$ cat src/sv/hpf_pkg.sv
// ----------------------------------------------------------------------------
// hpf_pkg: shared constants and a helper for the Hernquist potential block
// Widths of the root and divide cells and the saturating result encoder.
// ----------------------------------------------------------------------------
package hpf_pkg;

  localparam int unsigned FRAC_BITS = 16;
  localparam int unsigned WORD_W    = 32;

  // Square root chain: 64-bit radicand, one result bit per cell
  localparam int unsigned SQ_W     = 64;
  localparam int unsigned SQ_CELLS = 32;

  // Divide chain: 96-bit dividend, divisor pre-shifted by the quotient width
  localparam int unsigned DV_REM_W = 96;
  localparam int unsigned DV_DIV_W = 130;
  localparam int unsigned DV_CELLS = 32;

  // Configuration register indexes
  localparam logic REG_MASS  = 1'b0;
  localparam logic REG_SCALE = 1'b1;

  // Encode a quotient magnitude as signed Q16.16, saturating on overflow
  function automatic logic [WORD_W-1:0] enc_sat(input logic neg, input logic sat,
                                                 input logic [WORD_W-1:0] q);
    logic [WORD_W-1:0] res;
    if (neg) begin
      if (sat || (q > 32'h8000_0000)) res = 32'h8000_0000;
      else res = 32'd0 - q;
    end else begin
      if (sat || q[WORD_W-1]) res = 32'h7FFF_FFFF;
      else res = q;
    end
    return res;
  endfunction

endpackage

$ cat src/sv/hpf_sqrt_cell.sv
// ----------------------------------------------------------------------------
// hpf_sqrt_cell: one step of the integer square root chain
// Resolves one root bit and hands remainder, partial root and trial bit on.
// ----------------------------------------------------------------------------
module hpf_sqrt_cell
  import hpf_pkg::*;
(
  input  logic            clk_i,
  input  logic            en_i,
  input  logic [SQ_W-1:0] v_i,
  input  logic [SQ_W-1:0] res_i,
  input  logic [SQ_W-1:0] bit_i,
  output logic [SQ_W-1:0] v_o,
  output logic [SQ_W-1:0] res_o,
  output logic [SQ_W-1:0] bit_o
);

  logic [SQ_W:0]   trial;
  logic            ge;
  logic [SQ_W-1:0] v_d, res_d, bit_d;
  logic [SQ_W-1:0] v_q, res_q, bit_q;

  // Trial subtract of partial root plus current bit
  always_comb begin
    trial = {1'b0, res_i} + {1'b0, bit_i};
    ge    = ({1'b0, v_i} >= trial);
    v_d   = ge ? (v_i - trial[SQ_W-1:0]) : v_i;
    res_d = ge ? ((res_i >> 1) + bit_i) : (res_i >> 1);
    bit_d = bit_i >> 2;
  end

  // Advance to the neighbor
  always_ff @(posedge clk_i) begin
    if (en_i) begin
      v_q   <= v_d;
      res_q <= res_d;
      bit_q <= bit_d;
    end
  end

  assign v_o   = v_q;
  assign res_o = res_q;
  assign bit_o = bit_q;

endmodule

$ cat config.mk
export PLATFORM = sky130hd
export DESIGN_NAME = hpf_sqrt_cell
export DESIGN_NICKNAME = d
export VERILOG_FILES = /design/src/sv/hpf_pkg.sv /design/src/sv/hpf_sqrt_cell.sv
export SDC_FILE = /design/constraint.sdc
export NUM_CORES = 1
export LEC_CHECK = 0
export ABC_AREA = 1
export BUFFER_PORTS_ARGS = -buffer_cell sky130_fd_sc_hd__buf_2
export CAP_MARGIN = 20
export CELL_PAD_IN_SITES_DETAIL_PLACEMENT = 1
export CELL_PAD_IN_SITES_GLOBAL_PLACEMENT = 2
export CORE_ASPECT_RATIO = 1.4
export CORE_MARGIN = 3
export CORE_UTILIZATION = 31
export CTS_CLUSTER_DIAMETER = 200
export DETAILED_ROUTE_END_ITERATION = 10
export PLACE_DENSITY = 0.93
export SLEW_MARGIN = 15
export SYNTH_ARGS = -nofsm -noshare
export SYNTH_HDL_FRONTEND = slang
export SYNTH_SLANG_ARGS = --single-unit
$ cat constraint.sdc
create_clock -name clk_i -period 5.6 [get_ports clk_i]
set_clock_uncertainty 0.1 [all_clocks]
set_input_delay 1.68 -clock clk_i [delete_from_list [all_inputs] [get_ports clk_i]]
set_output_delay 1.68 -clock clk_i [all_outputs]
set_load 0.02 [all_outputs]
* Word-level counts from Yosys, hierarchy flattened *
Index checks and enable logic that the tools add are counted.

operators by class
  add/subtract/negate cells = 3
  magnitude comparators = 1
  multiplexer cells = 2

operator list
  operator                                                        count
  64-bit by 64-bit adder with 65-bit output                       1
  64-bit by 65-bit greater-or-equal comparator with 1-bit output  1
  63-bit by 64-bit adder with 64-bit output                       1
  64-bit two-way mux                                              1
  64-bit subtractor                                               1
  63-bit two-way mux                                              1

word-level totals
  bits in registers = 190
  input bits = 194
  output and inout bits = 192
  logic and storage cells = 10

* Longest topological paths before layout *
  depth after elaboration = 3
  gate-level depth with buffers = 29
  gate-level depth less buffers = 29

* Worst setup path after synthesis *
No wires, ideal clock.

  kind = in2reg
  from = in res_i[0]
  to = reg res_q[12] (netlist: res_o[12]), data pin
  setup time = 0.252 ns
  arrival time = 4.921 ns
  setup slack = 0.326 ns
  stages on the path = 28
  buffers on the path = 2
  cells stage by stage = ha_1 fa_1 nand2_1 nand2_1 nand2_1 o21bai_1 a21oi_1 o21ai_0 nand2_1 nand2_1 nand2_1 nand2_1 nand2_1 nand2_1 ha_1 nand2_1 nor2_2 inv_2 nor2_2 nand2_1 nor2_1 a21oi_1 nand3_1 nand2_2 buf_4 buf_2 nand3_1 nand2_1

on the way
  word-level cells in the longest chain between the ends = 3

RTL lines
  what                                                            line                 source
  start: declaration                                              hpf_sqrt_cell.sv:11  input logic [SQ_W-1:0] res_i,
  64-bit by 64-bit adder with 65-bit output                       hpf_sqrt_cell.sv:25  trial = {1'b0, res_i} + {1'b0, bit_i};
  64-bit by 65-bit greater-or-equal comparator with 1-bit output  hpf_sqrt_cell.sv:26  ge = ({1'b0, v_i} >= trial);
  63-bit two-way mux                                              hpf_sqrt_cell.sv:28  res_d = ge ? ((res_i >> 1) + bit_i) : (res_i >> 1);
  named net res_d[12]                                             hpf_sqrt_cell.sv:20  logic [SQ_W-1:0] v_d, res_d, bit_d;
  end signal: assignment                                          hpf_sqrt_cell.sv:36  res_q <= res_d;
  end: declaration                                                hpf_sqrt_cell.sv:21  logic [SQ_W-1:0] v_q, res_q, bit_q;

The timed path passes the listed nets, and every way through them passes these cells.
A chain may end at the register's enable or synchronous reset.

* Worst setup path in the final report *
  from = in res_i[11]
  to = reg v_q[11] (netlist: v_o[11]), data pin

on the way
  word-level cells in the longest chain between the ends = 3

RTL lines
  what                                                                                                 line                                      source
  64-bit by 64-bit adder with 65-bit output (*)                                                        hpf_sqrt_cell.sv:25
  64-bit subtractor or 64-bit by 65-bit greater-or-equal comparator with 1-bit output (tied branches)  hpf_sqrt_cell.sv:27, hpf_sqrt_cell.sv:26
  64-bit two-way mux (*)                                                                               hpf_sqrt_cell.sv:27                       v_d = ge ? (v_i - trial[SQ_W-1:0]) : v_i;
  named net v_d[11]                                                                                    hpf_sqrt_cell.sv:20
  end signal: assignment                                                                               hpf_sqrt_cell.sv:35                       v_q <= v_d;
  end: declaration                                                                                     hpf_sqrt_cell.sv:21

Mark *: on every way through the listed nets, which the timed path passes. The rest lies on a longest branch.

==> results.md <==
- Crit path launch type: primary input
- Aggregate global-route resource usage: 31.13%
- Inst Count DP: 5601
- Gate count of the mapped netlist: 3653
- Unique masters post-synth: 41
- Most frequent cells after synthesis: sky130_fd_sc_hd__nand2_1, sky130_fd_sc_hd__inv_1, sky130_fd_sc_hd__nor2_1
- DRT iter0 DRCs: 1560
- Smallest hold slack: 1.279 ns
- Dominant cell type by count on the critical path: sky130_fd_sc_hd__nand2_1
- Cell taking the most area after synthesis: sky130_fd_sc_hd__edfxtp_1
- H-tree levels: 4
- Die Height: 325.4 um
- Area of combinational cells with multiple inputs: 0.01521 mm^2
- DPL Wire Length: 105200 um
- Type of destination of the critical path: register
- CTS max path bufs: 2
- Total clock buffers created by CTS: 17
- Synthesized area per cell: 6.185 um^2
- Asr flop ratio synth: 0%
- Maximum clock frequency: 0.1768 GHz
- Routed length per placed instance: 22.09 um
- Wire length reported by the detailed router: 124900 um
- Horiz. Die Dim: 234.2 um
- Total power density per cell area: 262.6 mW/mm^2
- DRC errors left: 0
- Yosys warns: 0
- Final-report setup violation count: 37
- Clock Sinks: 190
- Maximum number of pins on one net before global-route repair: 81
- Final estimated routing congestion in global placement: 1.077
- Required arrival time at the worst endpoint: 5.78 ns
- Min cycle time layout: 5.656 ns
- Worst-path clk slew: 0.09 ns
- Largest delay share family, worst path: simple AND/OR/NAND/NOR gates
- Vias per cell: 5.221
- Count leader, synth: sky130_fd_sc_hd__nand2_1
- Final-report max-slew violation count: 0
- Worst-path fanout max: 33
- Number of optimization iterations in the first detailed-route pass: 7
- Root buffer cell: sky130_fd_sc_hd__clkbuf_16
- Synth Register Bits: 190
- FF+latch area: 0.005705 mm^2
- Worst setup margin: -0.05643 ns
- Pre-CTS WS: -0.6521 ns
- Area enclosed by the die boundary: 0.07620 mm^2
- Share of the clock period used by the worst path after layout: 101.0%
- Seq/Total Area, Yosys: 25.25%
- Number of hold violations in the final report: 0
- Delay of the slowest critical-path stage: 0.44 ns
- Antenna diode instance count: 0
- # Max-Cap Violations: 0
- Wire length of the first global-routing pass: 177100 um
- Critical Path Slowest Stage Cell: sky130_fd_sc_hd__o21ai_0
- Initial Util: 31.45%
- Slew of the pin with the lowest slew margin: 0.7439 ns
- Result of the run: finished with violations
- Violated checks: setup timing
- Commonest register cell after synthesis: sky130_fd_sc_hd__edfxtp_1
- Via count: 29519
- P_leak: 0.01695 uW
- Number of buffers added to fix hold violations after cts: 0
- Critical Path, Cell by Cell: buf_2 -> ha_1 -> nand2_1 -> o21ai_0 -> a21oi_1 -> nand2_2 -> nand2_1 -> nand2_1 -> nand4_1 -> nand4_1 -> nand2_2 -> ha_4 -> nand2_1 -> nor2_1 -> inv_1 -> nor2_2 -> inv_1 -> nor4_2 -> buf_4 -> nand3_4 -> buf_12 -> buf_16 -> nand3_1 -> nand2_1
- Number of flops mapped to enable cells by yosys: 190
- Number of top-level design ports: 386
- Post-route ant nets: 0
- Min-Delay Path Class: in2reg
- Worst setup path class: in2reg
- Critical path arrival: 5.84 ns
- Fraction of layout cells with a size suffix above 1: 26.62%
- Clock tree from TritonCTS: yes
- Start point of the worst hold path: bit_i[3]
- Worst vdd ir: 0.1848 mV
- Worst path buffer plus inverter count: 6
- Synth area leaders: sky130_fd_sc_hd__edfxtp_1, sky130_fd_sc_hd__nand2_1, sky130_fd_sc_hd__ha_1
- Post-synthesis cell area: 0.02259 mm^2
- Final-stage net count: 5085
- Area growth from synthesis to layout: 41.78%
- Number of global-route vias before repair: 30922
- Share of the synthesized area in the top cell type: 25.25%
- Sum of overflow across all layers after global routing: 0
- Stages on the worst setup path: 24
- Instance count along the most critical hold path: 1
- Antenna violations before repair: 0
- Rel. slew slack: 50.41%
- Site row count: 116
- Final Total Pwr: 8413 uW
- Core area: 0.07184 mm^2
- Worst-case hold path end point: bit_o[1]
- Number of fill cells in the layout: 9715
- Number of port buffers: 383
- Non-Filler Instances: 5654
per-layer routing:
metal	part of all wire (%)	up-vias	track usage (%)
met5	0	-	0
met4	10	0	25.14
met3	4.5	461	3.539
met2	50	1054	56.00
met1	36	14109	32.11
li1	-	13895	-
worst max path at each step:
stage,from,end,slack [ns]
after detailed placement,bit_i[44],v_o[11],-0.65
after global placement,bit_i[44],v_o[5],-0.56
after CTS,bit_i[44],v_o[11],0.03
after global routing,res_i[11],res_o[62],-0.15
final,res_i[11],v_o[11],-0.06
after floorplan,res_i[0],res_o[12],0.33
final cells by class:
type	count	share of cell area, %
clock buffer	18	1.340
clock inverter	14	0.5078
multi-input combinational	2889	47.47
sequential	190	17.81
tap	944	3.687
inverter	532	6.234
timing repair buffer	1067	22.95
flip-flops by register name (all words and copies together) (netlist names):
register	cells
v_o	64
bit_o	62
res_o	64
stage by stage:
| stage | util, % | area (um^2) | TNS, ns |
|---|---|---|---|
| after global routing | 44.59 | 32030 | -13.58 |
| final | 44.59 | 32030 | -0.9506 |
| after floorplan | - | 22600 | 0 |
| after detailed placement | 42.50 | 30530 | -74.85 |
| after global placement | 42.50 | 30530 | -64.56 |
| after CTS | 43.34 | 31130 | 0 |
what timing repair did:
action,CTS,global route
pin swaps,0,21
cloned,0,6
buffers inserted,0,15
setup endpoints to repair,106,128
gates resized for setup,4,147
placed cells by master (no fill, tap or decap), types with 4 or more instances in the layout:
master                      count
sky130_fd_sc_hd__nor2_1       342
sky130_fd_sc_hd__inv_1        527
sky130_fd_sc_hd__edfxtp_1     190
sky130_fd_sc_hd__xor2_1        69
sky130_fd_sc_hd__o21bai_1      46
sky130_fd_sc_hd__ha_2           9
sky130_fd_sc_hd__nor4_1        15
sky130_fd_sc_hd__nand3b_1      11
sky130_fd_sc_hd__buf_2        382
sky130_fd_sc_hd__nand2_2       31
sky130_fd_sc_hd__nand4_1       39
sky130_fd_sc_hd__o21ai_1       14
sky130_fd_sc_hd__a21oi_2       28
sky130_fd_sc_hd__nand3_1      273
sky130_fd_sc_hd__inv_6          4
sky130_fd_sc_hd__a21o_1         5
sky130_fd_sc_hd__buf_4        665
sky130_fd_sc_hd__xnor2_2       12
sky130_fd_sc_hd__clkbuf_16     23
sky130_fd_sc_hd__xnor2_1       26
sky130_fd_sc_hd__nand2_1     1314
sky130_fd_sc_hd__nor3_1        18
sky130_fd_sc_hd__o21ai_0      117
sky130_fd_sc_hd__ha_1         169
sky130_fd_sc_hd__inv_2          5
sky130_fd_sc_hd__a21boi_0       8
sky130_fd_sc_hd__inv_8          6
sky130_fd_sc_hd__buf_12        10
sky130_fd_sc_hd__nand3_2        5
sky130_fd_sc_hd__nor2_2        29
sky130_fd_sc_hd__a21oi_1      255
sky130_fd_sc_hd__ha_4          13
power breakdown:
| part | switching [uW] | leakage [uW] | total [uW] | internal, uW |
|---|---|---|---|---|
| Combinational | 3110 | 0.0148 | 5160 | 2050 |
| Sequential | 78.0 | 0.00186 | 1910 | 1830 |
| Clock | 707 | 0.000294 | 1350 | 639 |
cells by family after synthesis:
family | synth area share [%]
AOI/OAI and AO/OA | 11.64
buffers and inverters | 10.28
adders and majority gates | 10.84
other | 0.01660
xor gates and xnor gates | 4.226
DFF | 25.25
and+or+nand+nor | 37.75
No activity file was read; power rests on OpenSTA's default activity.
