**src/sv/hpf_pkg.sv**
```systemverilog
// ----------------------------------------------------------------------------
// hpf_pkg: shared constants and a helper for the Hernquist potential block
// Widths of the root and divide cells and the saturating result encoder.
// ----------------------------------------------------------------------------
package hpf_pkg;

  localparam int unsigned FRAC_BITS = 16;
  localparam int unsigned WORD_W    = 32;

  // Square root chain: 64-bit radicand, one result bit per cell
  localparam int unsigned SQ_W     = 64;
  localparam int unsigned SQ_CELLS = 32;

  // Divide chain: 96-bit dividend, divisor pre-shifted by the quotient width
  localparam int unsigned DV_REM_W = 96;
  localparam int unsigned DV_DIV_W = 130;
  localparam int unsigned DV_CELLS = 32;

  // Configuration register indexes
  localparam logic REG_MASS  = 1'b0;
  localparam logic REG_SCALE = 1'b1;

  // Encode a quotient magnitude as signed Q16.16, saturating on overflow
  function automatic logic [WORD_W-1:0] enc_sat(input logic neg, input logic sat,
                                                 input logic [WORD_W-1:0] q);
    logic [WORD_W-1:0] res;
    if (neg) begin
      if (sat || (q > 32'h8000_0000)) res = 32'h8000_0000;
      else res = 32'd0 - q;
    end else begin
      if (sat || q[WORD_W-1]) res = 32'h7FFF_FFFF;
      else res = q;
    end
    return res;
  endfunction

endpackage

```
**src/sv/hpf_div_cell.sv**
```systemverilog
// ----------------------------------------------------------------------------
// hpf_div_cell: one step of the restoring divide chain
// Halves the shifted divisor, resolves one quotient bit, passes all on.
// ----------------------------------------------------------------------------
module hpf_div_cell
  import hpf_pkg::*;
(
  input  logic                clk_i,
  input  logic                en_i,
  input  logic [DV_REM_W-1:0] rem_i,
  input  logic [DV_DIV_W-1:0] dsh_i,
  input  logic [WORD_W-1:0]   q_i,
  output logic [DV_REM_W-1:0] rem_o,
  output logic [DV_DIV_W-1:0] dsh_o,
  output logic [WORD_W-1:0]   q_o
);

  logic [DV_DIV_W-1:0] d;
  logic                ge;
  logic [DV_REM_W-1:0] rem_d, rem_q;
  logic [DV_DIV_W-1:0] dsh_q;
  logic [WORD_W-1:0]   q_d, q_q;

  // Compare and subtract at this bit weight
  always_comb begin
    d     = dsh_i >> 1;
    ge    = ({{(DV_DIV_W-DV_REM_W){1'b0}}, rem_i} >= d);
    rem_d = ge ? (rem_i - d[DV_REM_W-1:0]) : rem_i;
    q_d   = {q_i[WORD_W-2:0], ge};
  end

  // Advance to the neighbor
  always_ff @(posedge clk_i) begin
    if (en_i) begin
      rem_q <= rem_d;
      dsh_q <= d;
      q_q   <= q_d;
    end
  end

  assign rem_o = rem_q;
  assign dsh_o = dsh_q;
  assign q_o   = q_q;

endmodule

```
**config.mk**
```make
export PLATFORM = sky130hd
export DESIGN_NAME = hpf_div_cell
export DESIGN_NICKNAME = d
export VERILOG_FILES = /design/src/sv/hpf_pkg.sv /design/src/sv/hpf_div_cell.sv
export SDC_FILE = /design/constraint.sdc
export NUM_CORES = 1
export LEC_CHECK = 0
export ABC_AREA = 0
export BUFFER_PORTS_ARGS = -buffer_cell sky130_fd_sc_hd__buf_2
export CORE_AREA = 3 3 201 203
export DETAILED_ROUTE_END_ITERATION = 8
export DIE_AREA = 0 0 204 206
export PLACE_DENSITY = 0.66
export SYNTH_ARGS = -nofsm -noshare
export SYNTH_HDL_FRONTEND = slang
export SYNTH_SLANG_ARGS = --single-unit
```
**constraint.sdc**
```tcl
create_clock -name clk_i -period 9 [get_ports clk_i]
set_input_delay 1.35 -clock clk_i [delete_from_list [all_inputs] [get_ports clk_i]]
set_output_delay 1.35 -clock clk_i [all_outputs]
set_load 0.02 [all_outputs]
```
== After elaboration in Yosys (flattened, before gate mapping) ==
Index checks and enable logic that the tools add are counted.

* Muxes and demuxes: 1
* Magnitude comparators: 1
* Add/sub/neg operators: 1

{| class="wikitable"
|+ Operator list
! kind !! count
|-
| $ge A96 B129 Y1 || 1
|-
| $mux W96 || 1
|-
| $sub A96 B96 Y96 || 1
|}

* Output and inout bits: 258
* Bits in registers: 257
* Input bits: 260
* Logic and storage cells: 6

== Depth between registers and ports, before layout ==
Gate-level depths: netlist of the first run.

* Depth after elaboration: 2
* Mapped depth: 16
* Depth with buffers taken out: 14

== Least setup slack after synthesis of the first run ==
No wires, ideal clock.

* Path type: input to register
* Start point: in dsh_i[22]
* End point: reg rem_q[91], in the netlist rem_o[91] (data pin)
* Stages on the path: 13
* Required time: 8,736 ps
* Slack: 5,063 ps
* Library setup time: 264 ps
* Arrival time: 3,673 ps
* Buffers on the path: 1
* Cell sequence: inv_1 -> ha_1 -> buf_6 -> nand4_4 -> or4_4 -> a211oi_2 -> nor4b_2 -> nor4_4 -> nor3b_2 -> o31ai_4 -> o22ai_2 -> xor2_1 -> o21ai_2

* Word-level cells in the longest chain between the ends: 2
* Elaborated cells between the ends (all ways): 3
* Classes of those cells: add/sub (1); order compare (1); mux (1)

{| class="wikitable"
|+ Ends and longest elaborated chain
! item !! RTL line !! text
|-
| start, declared || hpf_div_cell.sv:11 || <nowiki>input logic [DV_DIV_W-1:0] dsh_i,</nowiki>
|-
| $ge A96 B129 Y1 / $sub A96 B96 Y96 (equally long branches) || hpf_div_cell.sv:27, hpf_div_cell.sv:28 ||
|-
| $mux W96 * || hpf_div_cell.sv:28 || <nowiki>rem_d = ge ? (rem_i - d[DV_REM_W-1:0]) : rem_i;</nowiki>
|-
| net rem_d[91] || hpf_div_cell.sv:20 || <nowiki>logic [DV_REM_W-1:0] rem_d, rem_q;</nowiki>
|-
| end signal, assigned || hpf_div_cell.sv:35 || <nowiki>rem_q <= rem_d;</nowiki>
|-
| end, declared || hpf_div_cell.sv:20 ||
|}

Mark *: on every way through the listed nets, which the timed path passes. The rest lies on a longest branch.
A chain may end at the register's enable or synchronous reset.

== Worst setup path after layout of the first run ==
* Start point: in dsh_i[21]
* End point: reg rem_q[41], in the netlist rem_o[41] (data pin)

Same word-level chain as after synthesis.

==> results.sh, run 1 <==
export IMPL_timing_hold_worst_class="in2reg"
export IMPL_synth_flop_cell="sky130_fd_sc_hd__edfxtp_1"
export IMPL_cts_root_buffer="sky130_fd_sc_hd__clkbuf_16"
export IMPL_internal_power_mw=2.46
export IMPL_switching_share_of_total_power=0.303
export IMPL_grt_use_total=0.244
export IMPL_timing_max_slew_rel_slack=0.317
export IMPL_power_leakage_nw=8.71
export IMPL_power_combinational_fraction=0.246
export IMPL_grt_pass1_vias=13600
export IMPL_io_buffer_count=514
export IMPL_destination_of_the_critical_timing_path="rem_o[41]"
export IMPL_run_status="finished, final reports clean"
export IMPL_power_per_cell_area_mw_per_mm2=179
export IMPL_route_detailed_drc=0
export IMPL_place_gp_congestion=0.947
export IMPL_drt_antenna_violating_nets=0
export IMPL_setup_ws_ns=3.55
export IMPL_post_place_cells=2552
export IMPL_grt_start_max_net_pins=161
export IMPL_coreArea_mm2=0.0386
export IMPL_syn_inst_count=1595
export IMPL_cts_inserted_buffers=28
export IMPL_first_pass_grt_wire_length_mm=79.0
export IMPL_grt_setup_unrepaired="no"
export IMPL_htree_num_levels=1
export IMPL_via_count=14000
export IMPL_slew_viol_final=0
export IMPL_synthesis_nets=1952
export IMPL_totalPowerFinal_mw=3.53
export IMPL_timing_worst_setup_path_type="in2reg"
export IMPL_post_synthesis_register_bit_count=257
export IMPL_area_growth_syn_to_layout_pct=24.3
export IMPL_critPathArrivalTime_ns=5.75
export IMPL_grt_remaining_overflow=0
export IMPL_crit_fanout=71
export IMPL_grt_antenna_before_repair=11
export IMPL_routed_via_density=5.37
export IMPL_synth_edf_count=257
export IMPL_rows=72
export IMPL_ys_async_sr_fraction=0
export IMPL_worst_setup_path_startpoint="dsh_i[21]"
export IMPL_clock_tree_from_tritoncts="done"
export IMPL_die_y_um=206
export IMPL_pre_cts_slack_ns=3.00
export IMPL_ctsResizeCount=0
export IMPL_peakVddDrop_mv=0.139
export IMPL_routed_wirelength_mm=53.9
export IMPL_start_kind="primary input"
export IMPL_synth_yosys_seq_area_share=0.488
export IMPL_setup_viol_count_final=0
export IMPL_power_frac_clock=0.344
export IMPL_worst_slew_pin_slew_ns=1.03
export IMPL_die_area_mm2=0.0420
export IMPL_cts_hold_buffers_added=0
export IMPL_floorplan_initialDensity=0.409
export IMPL_seqPwrFrac=0.410
export IMPL_yosysWarningCount=0
export IMPL_cts_clk_slew_worst_paths_ns=0.06
export IMPL_report_final_hold_viol_count=0
export IMPL_nFillCells=3652
export IMPL_setup_worst_path_end_class="flip-flop"
export IMPL_finalNonFillerCells=2609
export IMPL_drt_first_pass_iters=5
export IMPL_post_route_cells_drive_above_1_share=0.289
export IMPL_layout_min_cycle_time_ns=5.45
export IMPL_postCtsSetupRepairBufs=0
export IMPL_synth_lib_cells_used_distinct=81
export IMPL_clock_sink_count=257
export IMPL_post_synthesis_cell_area_mm2=0.0158
export IMPL_timing_critical_path_required_ns=9.31
export IMPL_fin_worst_hold_slack_ns=0.951
export IMPL_final_min_period_over_clock_period=0.605
export IMPL_detailedPlacementHpwl_mm=44.0
export IMPL_first_iter_violations=1021
export IMPL_setup_total_negative_slack_ns=0
export IMPL_max_clock_freq_mhz=184
export IMPL_wl_per_cell_um=20.7
export IMPL_io_pin_count=518
export IMPL_p_switching_mw=1.07
export IMPL_die_width_um=204
export IMPL_post_synth_cell_area_avg_um2=9.92
export IMPL_cts_max_path_buffers=3
export IMPL_max_cap_violations=0
export IMPL_fin_nets=2421
## cells in the mapped netlist (4+ instances only)
| master | count | share of area |
|---|---|---|
| sky130_fd_sc_hd__edfxtp_1 | 257 | 0.49 |
| sky130_fd_sc_hd__nand2_1 | 213 | 0.051 |
| sky130_fd_sc_hd__a21oi_1 | 149 | 0.047 |
| sky130_fd_sc_hd__inv_1 | 131 | 0.031 |
| sky130_fd_sc_hd__ha_1 | 96 | 0.076 |
| sky130_fd_sc_hd__o21ai_1 | 92 | 0.029 |
| sky130_fd_sc_hd__o21ai_0 | 76 | 0.024 |
| sky130_fd_sc_hd__nor2_1 | 75 | 0.018 |
| sky130_fd_sc_hd__xnor2_1 | 46 | 0.025 |
| sky130_fd_sc_hd__nand4_1 | 45 | 0.018 |
| sky130_fd_sc_hd__a21o_1 | 40 | 0.019 |
| sky130_fd_sc_hd__xor2_1 | 38 | 0.021 |
| sky130_fd_sc_hd__clkbuf_1 | 35 | 0.0083 |
| sky130_fd_sc_hd__buf_2 | 30 | 0.0095 |
| sky130_fd_sc_hd__nor3_1 | 26 | 0.0082 |
| sky130_fd_sc_hd__o21bai_1 | 24 | 0.011 |
| sky130_fd_sc_hd__nand3_1 | 15 | 0.0047 |
| sky130_fd_sc_hd__o21a_1 | 15 | 0.0071 |
| sky130_fd_sc_hd__nor4_1 | 14 | 0.0055 |
| sky130_fd_sc_hd__o31ai_1 | 12 | 0.0057 |
| sky130_fd_sc_hd__or3_1 | 11 | 0.0044 |
| sky130_fd_sc_hd__a31oi_1 | 9 | 0.0036 |
| sky130_fd_sc_hd__nor2b_1 | 9 | 0.0036 |
| sky130_fd_sc_hd__o211ai_1 | 9 | 0.0043 |
| sky130_fd_sc_hd__buf_6 | 8 | 0.0057 |
| sky130_fd_sc_hd__nand2b_1 | 8 | 0.0032 |
| sky130_fd_sc_hd__a221oi_1 | 7 | 0.0039 |
| sky130_fd_sc_hd__and4_1 | 7 | 0.0039 |
| sky130_fd_sc_hd__buf_4 | 6 | 0.0028 |
| sky130_fd_sc_hd__and2_1 | 5 | 0.0020 |
| sky130_fd_sc_hd__and3_1 | 5 | 0.0020 |
| sky130_fd_sc_hd__a211oi_2 | 4 | 0.0032 |
| sky130_fd_sc_hd__a21boi_0 | 4 | 0.0019 |
| sky130_fd_sc_hd__or2_2 | 4 | 0.0016 |
## worst max-delay path: stages
cell	delay, ns
sky130_fd_sc_hd__buf_2	0.09
sky130_fd_sc_hd__inv_1	0.04
sky130_fd_sc_hd__ha_1	0.42
sky130_fd_sc_hd__a21oi_1	0.26
sky130_fd_sc_hd__o21ai_0	0.20
sky130_fd_sc_hd__nand3_1	0.21
sky130_fd_sc_hd__nand3_1	0.13
sky130_fd_sc_hd__a31oi_1	0.31
sky130_fd_sc_hd__a211oi_2	0.18
sky130_fd_sc_hd__nor2_1	0.15
sky130_fd_sc_hd__o32a_2	0.70
sky130_fd_sc_hd__buf_4	0.73
sky130_fd_sc_hd__buf_4	0.58
sky130_fd_sc_hd__mux2_4	0.34
## power groups by stage
stage                     Sequential, mW  Clock, mW  Combinational (mW)
after floorplan                     1.60          0               0.419
after global placement              1.47          0               0.856
after detailed placement            1.47          0               0.861
after CTS                           1.45       1.25               0.866
after global routing                1.45       1.29               0.943
final                               1.45       1.21               0.867
## how the worst min path moves through the flow
stage,from,end,depth (start not counted)
2_1_floorplan,dsh_i[1],dsh_o[0],0
3_5_place_dp,q_i[4],q_o[5],1
5_1_grt,q_i[10],q_o[11],1
6_report,q_i[20],q_o[21],1
4_1_cts,q_i[20],q_o[21],1
3_3_place_gp,q_i[28],q_o[29],1
## routing by layer
layer | GRT usage | vias up | wire length [µm] | share of wire
li1 | - | 6753 | - | -
met1 | 0.307 | 6629 | 21700 | 0.40
met2 | 0.426 | 561 | 26500 | 0.49
met3 | 0.0419 | 74 | 4000 | 0.074
met4 | 0.0816 | 6 | 1640 | 0.030
met5 | 0 | - | 25 | 0.00046
## cell usage in the layout (no fill, tap or decap), types with 5 or more instances in the layout
master	Yosys	layout
sky130_fd_sc_hd__inv_1	131	131
sky130_fd_sc_hd__and2_1	5	5
sky130_fd_sc_hd__nor2b_1	9	9
sky130_fd_sc_hd__nand2_1	213	213
sky130_fd_sc_hd__o21bai_1	24	24
sky130_fd_sc_hd__xnor2_1	46	46
sky130_fd_sc_hd__nand2b_1	8	8
sky130_fd_sc_hd__o21ai_1	92	92
sky130_fd_sc_hd__a21oi_1	149	149
sky130_fd_sc_hd__o211ai_1	9	9
sky130_fd_sc_hd__and3_1	5	5
sky130_fd_sc_hd__o21a_1	15	15
sky130_fd_sc_hd__a21o_1	40	40
sky130_fd_sc_hd__nor4_1	14	14
sky130_fd_sc_hd__ha_1	96	96
sky130_fd_sc_hd__and4_1	7	7
sky130_fd_sc_hd__buf_2	30	513
sky130_fd_sc_hd__nand4_1	45	45
sky130_fd_sc_hd__nand3_1	15	15
sky130_fd_sc_hd__a221oi_1	7	7
sky130_fd_sc_hd__edfxtp_1	257	257
sky130_fd_sc_hd__bufinv_16	0	5
sky130_fd_sc_hd__or3_1	11	11
sky130_fd_sc_hd__nor3_1	26	26
sky130_fd_sc_hd__clkbuf_1	35	8
sky130_fd_sc_hd__nor2_1	75	75
sky130_fd_sc_hd__a31oi_1	9	9
sky130_fd_sc_hd__diode_2	0	6
sky130_fd_sc_hd__o21ai_0	76	76
sky130_fd_sc_hd__o31ai_1	12	12
sky130_fd_sc_hd__xor2_1	38	38
sky130_fd_sc_hd__clkbuf_16	0	29
## per-stage QoR
step / instance area, µm² / util
2_1_floorplan: 15800 / -
3_3_place_gp: 18700 / 0.483
3_5_place_dp: 18700 / 0.483
4_1_cts: 19600 / 0.508
5_1_grt: 19700 / 0.509
6_report: 19700 / 0.509
## cell type report
type	instances	area, µm²	share of cell area
flip-flops and latches	257	7720	0.393
multi-input cells	1127	7190	0.366
repair buffers	518	2630	0.134
clock buffers	37	756	0.0384
well taps	518	648	0.0330
inverters	132	495	0.0252
clock inverters	14	210	0.0107
diodes	6	15.0	0.000764
## registers in the layout (all words and copies together) (netlist names)
register,count
q_o,32
dsh_o,129
rem_o,96
## kinds of logic (layout without fill, tap and decap cells)
kind of cell               Yosys count  in the layout  synth area share
AOI/OAI and AO/OA                  479            479             0.185
and+or+nand+nor                    457            457             0.139
DFF                                257            257             0.488
buffers and inverters              211            701            0.0577
adders and majority gates           97             97            0.0772
xor gates and xnor gates            84             84            0.0465
muxes                                9              9           0.00688
other                                1              7          0.000237
(Power assumes the default switching activity.)
==> run 2, diff against run 1 <==
==> config.mk (replaced) <==
export PLATFORM = sky130hd
export DESIGN_NAME = hpf_div_cell
export DESIGN_NICKNAME = d
export VERILOG_FILES = /design/src/sv/hpf_pkg.sv /design/src/sv/hpf_div_cell.sv
export SDC_FILE = /design/constraint.sdc
export NUM_CORES = 1
export LEC_CHECK = 0
export ABC_AREA = 1
export BUFFER_PORTS_ARGS = -buffer_cell sky130_fd_sc_hd__buf_2
export CORE_MARGIN = 3
export CORE_UTILIZATION = 49
export DETAILED_ROUTE_END_ITERATION = 8
export PLACE_DENSITY = 0.78
export SYNTH_ARGS = -nofsm -noshare
export SYNTH_HDL_FRONTEND = slang
export SYNTH_SLANG_ARGS = --single-unit
==> constraint.sdc (replaced) <==
create_clock -name clk_i -period 4.6 [get_ports clk_i]
set_input_delay 0.69 -clock clk_i [delete_from_list [all_inputs] [get_ports clk_i]]
set_output_delay 0.69 -clock clk_i [all_outputs]
set_load 0.02 [all_outputs]
==> run 2 against run 1 <==
Effect of this change: global-route usage increased by 8.2 points; routed wire length increased by 34%; worst hold slack got worse by 0.66 ns; critical endpoint is now rem_o[67]; critical path type unchanged; via count increased by 41%; critical path depth increased by 3; final area increased by 21%; largest cell class is now multi-input combinational cells; synthesized cell count increased by 85%; count of clock-buffer cells in the layout decreased by 2; flip-flop and latch count unchanged.
==> results.sh, run 2 <==
export IMPL_run_status="finished, final reports clean"
export IMPL_critPathArrivalTime_ns=3.58
export IMPL_setup_viol_count_final=0
export IMPL_yosysWarningCount=0
export IMPL_clock_tree_from_tritoncts="done"
export IMPL_drt_first_pass_iters=6
export IMPL_cts_clk_slew_worst_paths_ns=0.07
export IMPL_synth_flop_cell="sky130_fd_sc_hd__edfxtp_1"
export IMPL_synth_lib_cells_used_distinct=37
export IMPL_die_y_um=207
export IMPL_post_synthesis_register_bit_count=257
export IMPL_yosys_cell_count_top_type="sky130_fd_sc_hd__nand2_1"
export IMPL_max_clock_freq_mhz=307
export IMPL_grt_pass1_vias=18700
export IMPL_route_detailed_drc=0
export IMPL_synth_top_area_cell="sky130_fd_sc_hd__edfxtp_1"
export IMPL_cts_hold_buffers_added=0
export IMPL_timing_hold_worst_class="in2reg"
export IMPL_clock_sink_count=257
export IMPL_io_buffer_count=514
export IMPL_pre_cts_slack_ns=0.820
export IMPL_via_count=19800
export IMPL_grt_start_max_net_pins=103
export IMPL_setup_total_negative_slack_ns=0
export IMPL_layout_commonest_cell="sky130_fd_sc_hd__nand2_1"
export IMPL_start_kind="primary input"
export IMPL_switching_share_of_total_power=0.334
export IMPL_layout_common_cells="sky130_fd_sc_hd__nand2_1, sky130_fd_sc_hd__inv_1, sky130_fd_sc_hd__buf_2, sky130_fd_sc_hd__edfxtp_1, sky130_fd_sc_hd__nor2_1"
export IMPL_worst_slew_pin_slew_ns=0.802
export IMPL_peakVddDrop_mv=0.253
export IMPL_coreArea_mm2=0.0392
export IMPL_routed_wirelength_mm=72.3
export IMPL_detailedPlacementHpwl_mm=60.8
export IMPL_largest_reg_flops=129
export IMPL_first_pass_grt_wire_length_mm=105
export IMPL_timing_max_slew_rel_slack=0.465
export IMPL_yosys_top_cells_area="sky130_fd_sc_hd__edfxtp_1, sky130_fd_sc_hd__nand2_1, sky130_fd_sc_hd__inv_1"
export IMPL_cts_inserted_buffers=27
export IMPL_setup_worst_path_end_class="flip-flop"
export IMPL_ys_async_sr_fraction=0
export IMPL_io_pin_count=518
export IMPL_power_per_cell_area_mw_per_mm2=295
export IMPL_die_width_um=207
export IMPL_rows=72
export IMPL_ctsResizeCount=0
export IMPL_fin_worst_hold_slack_ns=0.293
export IMPL_destination_of_the_critical_timing_path="rem_o[67]"
export IMPL_seqPwrFrac=0.404
export IMPL_grt_remaining_overflow=0
export IMPL_final_min_period_over_clock_period=0.708
export IMPL_timing_worst_setup_path_type="in2reg"
export IMPL_post_place_cells=3956
export IMPL_timing_critical_path_required_ns=4.92
export IMPL_report_final_hold_viol_count=0
export IMPL_drt_antenna_violating_nets=0
export IMPL_synthesis_nets=3302
export IMPL_post_synth_cell_area_avg_um2=6.70
export IMPL_crit_fanout=36
export IMPL_power_combinational_fraction=0.285
export IMPL_htree_num_levels=1
export IMPL_grt_use_total=0.326
export IMPL_cts_root_buffer="sky130_fd_sc_hd__clkbuf_16"
export IMPL_fin_nets=3824
export IMPL_max_cap_violations=0
export IMPL_p_switching_mw=2.34
export IMPL_finalNonFillerCells=4017
export IMPL_place_gp_congestion=1.03
export IMPL_routed_via_density=4.92
export IMPL_post_route_cells_drive_above_1_share=0.178
export IMPL_worst_setup_path_startpoint="dsh_i[21]"
export IMPL_area_growth_syn_to_layout_pct=20.5
export IMPL_timing_hold_worst_start="q_i[4]"
export IMPL_power_frac_clock=0.311
export IMPL_syn_inst_count=2945
export IMPL_cts_max_path_buffers=3
export IMPL_power_leakage_nw=13.6
export IMPL_die_area_mm2=0.0427
export IMPL_setup_ws_ns=1.34
export IMPL_synth_yosys_seq_area_share=0.391
export IMPL_synth_top_area_share=0.391
export IMPL_floorplan_initialDensity=0.504
export IMPL_first_iter_violations=1565
export IMPL_postCtsSetupRepairBufs=0
export IMPL_wl_per_cell_um=18.0
export IMPL_post_synthesis_cell_area_mm2=0.0197
export IMPL_synth_edf_count=257
export IMPL_grt_setup_unrepaired="no"
export IMPL_totalPowerFinal_mw=7.01
export IMPL_layout_min_cycle_time_ns=3.26
export IMPL_internal_power_mw=4.67
export IMPL_synth_top_cells_by_count="sky130_fd_sc_hd__nand2_1, sky130_fd_sc_hd__inv_1, sky130_fd_sc_hd__edfxtp_1"
export IMPL_slew_viol_final=0
export IMPL_grt_antenna_before_repair=10
==> run 2: cell count changes after synthesis, moves of 40 or more <==
cell and change:
sky130_fd_sc_hd__a21oi_1 -79, sky130_fd_sc_hd__o21ai_0 -69, sky130_fd_sc_hd__o21ai_1 -92, sky130_fd_sc_hd__inv_1 +576, sky130_fd_sc_hd__nand2_1 +997, sky130_fd_sc_hd__nor2_1 +140
sky130_fd_sc_hd__a21o_1 -40, sky130_fd_sc_hd__nand3_1 +130
==> run 2: worst min-delay path by stage <==
stage / slack [ns] / depth (start not counted) / end
floorplan: 0.79 / 0 / dsh_o[0]
global placement: 0.87 / 1 / q_o[19]
detailed placement: 0.87 / 1 / q_o[19]
CTS: 0.27 / 1 / q_o[5]
global route: 0.28 / 1 / q_o[2]
finish: 0.29 / 1 / q_o[5]
==> run 2: worst max-delay path, stage by stage <==
cell                      delay (ns)
sky130_fd_sc_hd__buf_2          0.12
sky130_fd_sc_hd__inv_1          0.06
sky130_fd_sc_hd__ha_1           0.34
sky130_fd_sc_hd__nand2_1        0.12
sky130_fd_sc_hd__nor2_1         0.30
sky130_fd_sc_hd__nand2_1        0.16
sky130_fd_sc_hd__inv_2          0.13
sky130_fd_sc_hd__nand2_1        0.06
sky130_fd_sc_hd__nor2_1         0.28
sky130_fd_sc_hd__nand2_1        0.20
sky130_fd_sc_hd__nor2_2         0.18
sky130_fd_sc_hd__a21oi_4        0.06
sky130_fd_sc_hd__nand2_4        0.39
sky130_fd_sc_hd__buf_4          0.30
sky130_fd_sc_hd__nand2_1        0.07
sky130_fd_sc_hd__nand2_1        0.06
sky130_fd_sc_hd__inv_1          0.04
==> run 2: layout make-up <==
type / count / area (µm²)
flip-flops and latches: 257 / 7720
clock inverters: 15 / 171
inverters: 733 / 2750
repair buffers: 524 / 2710
multi-input cells: 1924 / 9060
diodes: 11 / 27.5
clock buffers: 35 / 706
well taps: 518 / 648
fillers: 3896 / 15400
==> run 2: per-layer routing <==
layer	up-vias	global-route usage	part of all wire	wire, µm
met4	0	0.118	0.038	2780
met3	121	0.0572	0.084	6100
li1	9895	-	-	-
met5	-	0	0	0
met2	792	0.563	0.48	34400
met1	8944	0.411	0.40	29000
==> run 2: cells by family after synthesis <==
| group | after synthesis | synth area share |
|---|---|---|
| buffers and inverters | 764 | 0.150 |
| adders and majority gates | 97 | 0.0619 |
| AOI/OAI and AO/OA | 80 | 0.0210 |
| and+or+nand+nor | 1685 | 0.349 |
| xor gates and xnor gates | 61 | 0.0271 |
| other | 1 | 0.000190 |
| DFF | 257 | 0.391 |
==> run 2: stage by stage <==
| stage | cell area, µm² | util |
|---|---|---|
| 2_1_floorplan | 19700 | - |
| 3_3_place_gp | 22900 | 0.584 |
| 3_5_place_dp | 22900 | 0.584 |
| 4_1_cts | 23800 | 0.606 |
| 5_1_grt | 23800 | 0.607 |
| 6_report | 23800 | 0.607 |
==> run 2: power groups by stage <==
stage | registers [mW] | clock network, mW | logic, mW
6_report | 2.83 | 2.18 | 2.00
5_1_grt | 2.85 | 2.31 | 2.19
4_1_cts | 2.83 | 2.23 | 1.97
3_5_place_dp | 2.87 | 0 | 1.96
2_1_floorplan | 3.12 | 0 | 0.964
3_3_place_gp | 2.87 | 0 | 1.94
==> run 3, diff against run 2 <==
==> constraint.sdc (replaced) <==
create_clock -name clk_i -period 2.7 [get_ports clk_i]
set_input_delay 0.405 -clock clk_i [delete_from_list [all_inputs] [get_ports clk_i]]
set_output_delay 0.405 -clock clk_i [all_outputs]
set_load 0.02 [all_outputs]
==> run 3 against run 2 <==
Effect of this change: setup slack got worse by 1.1 ns; cell count rose by 9.7%; non-clock buffer count is 388 higher; first-iteration DRC count up 5.9%; via count is 7.1% higher; count of clock-buffer cells in the layout is 3 lower; power grew 75%; routed wire length grew 4.2%; worst hold slack lost 0.27 ns; sequential share of layout area down 3.6 points; clock power is 56% higher; final area rose by 13%.
==> results.sh, run 3 (synthesized netlist as in run 2, its figures left out) <==
export IMPL_run_status="finished, final reports clean"
export IMPL_route_detailed_drc=0
export IMPL_timing_critical_path_required_ns=3.02
export IMPL_place_gp_congestion=1.05
export IMPL_fin_worst_hold_slack_ns=0.0180
export IMPL_totalPowerFinal_mw=12.2
export IMPL_first_pass_grt_wire_length_mm=110
export IMPL_crit_path_top_delay_cell="sky130_fd_sc_hd__ha_1"
export IMPL_grt_antenna_before_repair=14
export IMPL_layout_common_cells="sky130_fd_sc_hd__nand2_1, sky130_fd_sc_hd__inv_1, sky130_fd_sc_hd__buf_2, sky130_fd_sc_hd__buf_4, sky130_fd_sc_hd__edfxtp_1"
export IMPL_cts_inserted_buffers=27
export IMPL_setup_viol_count_final=0
export IMPL_routed_via_density=4.80
export IMPL_floorplan_initialDensity=0.504
export IMPL_max_cap_violations=0
export IMPL_area_growth_syn_to_layout_pct=35.6
export IMPL_cts_root_buffer="sky130_fd_sc_hd__clkbuf_16"
export IMPL_cts_max_path_buffers=3
export IMPL_final_seq_area_mm2=0.00772
export IMPL_wl_per_cell_um=17.1
export IMPL_multiInputGateArea_mm2=0.00906
export IMPL_timing_max_slew_rel_slack=0.546
export IMPL_htree_num_levels=1
export IMPL_routed_wirelength_mm=75.4
export IMPL_cp_depth=19
export IMPL_utilization=0.683
export IMPL_largest_reg_flops=129
export IMPL_cpPeakStageDelay_ns=0.34
export IMPL_io_buffer_count=514
export IMPL_worstPathBufferInverterCount=5
export IMPL_layout_min_cycle_time_ns=2.47
export IMPL_drt_first_pass_iters=6
export IMPL_met1_length_mm=29.0
export IMPL_worstHoldPathCells=1
export IMPL_timing_worst_setup_path_type="in2reg"
export IMPL_start_kind="primary input"
export IMPL_clock_sink_count=257
export IMPL_critPathArrivalTime_ns=2.79
export IMPL_rows=72
export IMPL_met3_wirelength_mm=6.87
export IMPL_first_iter_violations=1657
export IMPL_fin_nets=4212
export IMPL_coreArea_mm2=0.0392
export IMPL_crit_fanout=24
export IMPL_power_leakage_nw=15.5
export IMPL_report_final_hold_viol_count=0
export IMPL_setup_worst_path_end_class="flip-flop"
export IMPL_peakVddDrop_mv=0.434
export IMPL_die_width_um=207
export IMPL_timing_critical_path_cells="buf_2 > inv_1 > ha_1 > nand2_1 > inv_1 > nand2_1 > nand2_1 > nand2_1 > nand2_1 > a21oi_1 > nor2_1 > nor2_1 > nand2_2 > nand2_4 > nand2_4 > buf_4 > buf_12 > nand2_1 > nand2_1"
export IMPL_die_area_mm2=0.0427
export IMPL_ctsResizeCount=0
export IMPL_topRoutingLayerUsed="met5"
export IMPL_timing_hold_worst_class="in2reg"
export IMPL_detailedPlacementHpwl_mm=63.7
export IMPL_grt_setup_unrepaired="no"
export IMPL_cts_clk_slew_worst_paths_ns=0.06
export IMPL_drt_antenna_violating_nets=0
export IMPL_grt_remaining_overflow=0
export IMPL_crit_family="simple AND/OR/NAND/NOR gates"
export IMPL_wl_met2_mm=35.8
export IMPL_die_y_um=207
export IMPL_timing_critical_path_mode_cell="sky130_fd_sc_hd__nand2_1"
export IMPL_post_route_cells_drive_above_1_share=0.253
export IMPL_worst_slew_pin_slew_ns=0.682
export IMPL_grt_use_total=0.340
export IMPL_slew_viol_final=0
export IMPL_grt_start_max_net_pins=77
export IMPL_io_pin_count=518
export IMPL_nFillCells=3539
export IMPL_clock_tree_from_tritoncts="done"
export IMPL_max_clock_freq_mhz=404
export IMPL_power_per_cell_area_mw_per_mm2=457
export IMPL_via_count=21200
export IMPL_final_min_period_over_clock_period=0.916
export IMPL_layout_commonest_cell="sky130_fd_sc_hd__nand2_1"
export IMPL_grt_pass1_vias=20400
-- run 3: what timing repair did --
item | CTS | global route
hold endpoints to repair | 24 | 1
hold buffers | 24 | 1
setup buffers | 0 | 0
endpoints found under the setup margin | 0 | 0
-- run 3: area by class of cell --
cell class	instances	area share
Multi-Input combinational cell	1924	0.338
Sequential cell	257	0.288
Timing Repair Buffer	912	0.216
Inverter	733	0.103
Clock buffer	32	0.0259
Tap cell	518	0.0242
Clock inverter	17	0.00355
Antenna cell	12	0.00112
-- run 3: power by group --
part           total, mW  internal, mW  switching, mW
sequential          4.82          4.74         0.0818
clock               3.39          1.84           1.56
combinational       4.02          1.54           2.48
-- run 3: metrics by stage --
step                      area, µm²  setup TNS (ns)  setup slack [ns]  std cells
final                         26800               0             0.228       4405
after detailed placement      25700          -19.58            -0.255       4319
after CTS                     26700               0             0.325       4392
after global routing          26800               0            0.0566       4403
after floorplan               19700               0             0.372       2945
after global placement        25700          -15.11            -0.204       4319
-- run 3: worst paths after layout --
path | start | end
worst max-delay path | dsh_i[37] | rem_o[28]
worst min-delay path | q_i[13] | q_o[14]
-- run 3: layer usage --
metal / track usage / vias to the layer above
met4: 0.150 / 4
met3: 0.0663 / 165
met2: 0.584 / 856
li1: - / 10700
met5: 0 / -
met1: 0.417 / 9457
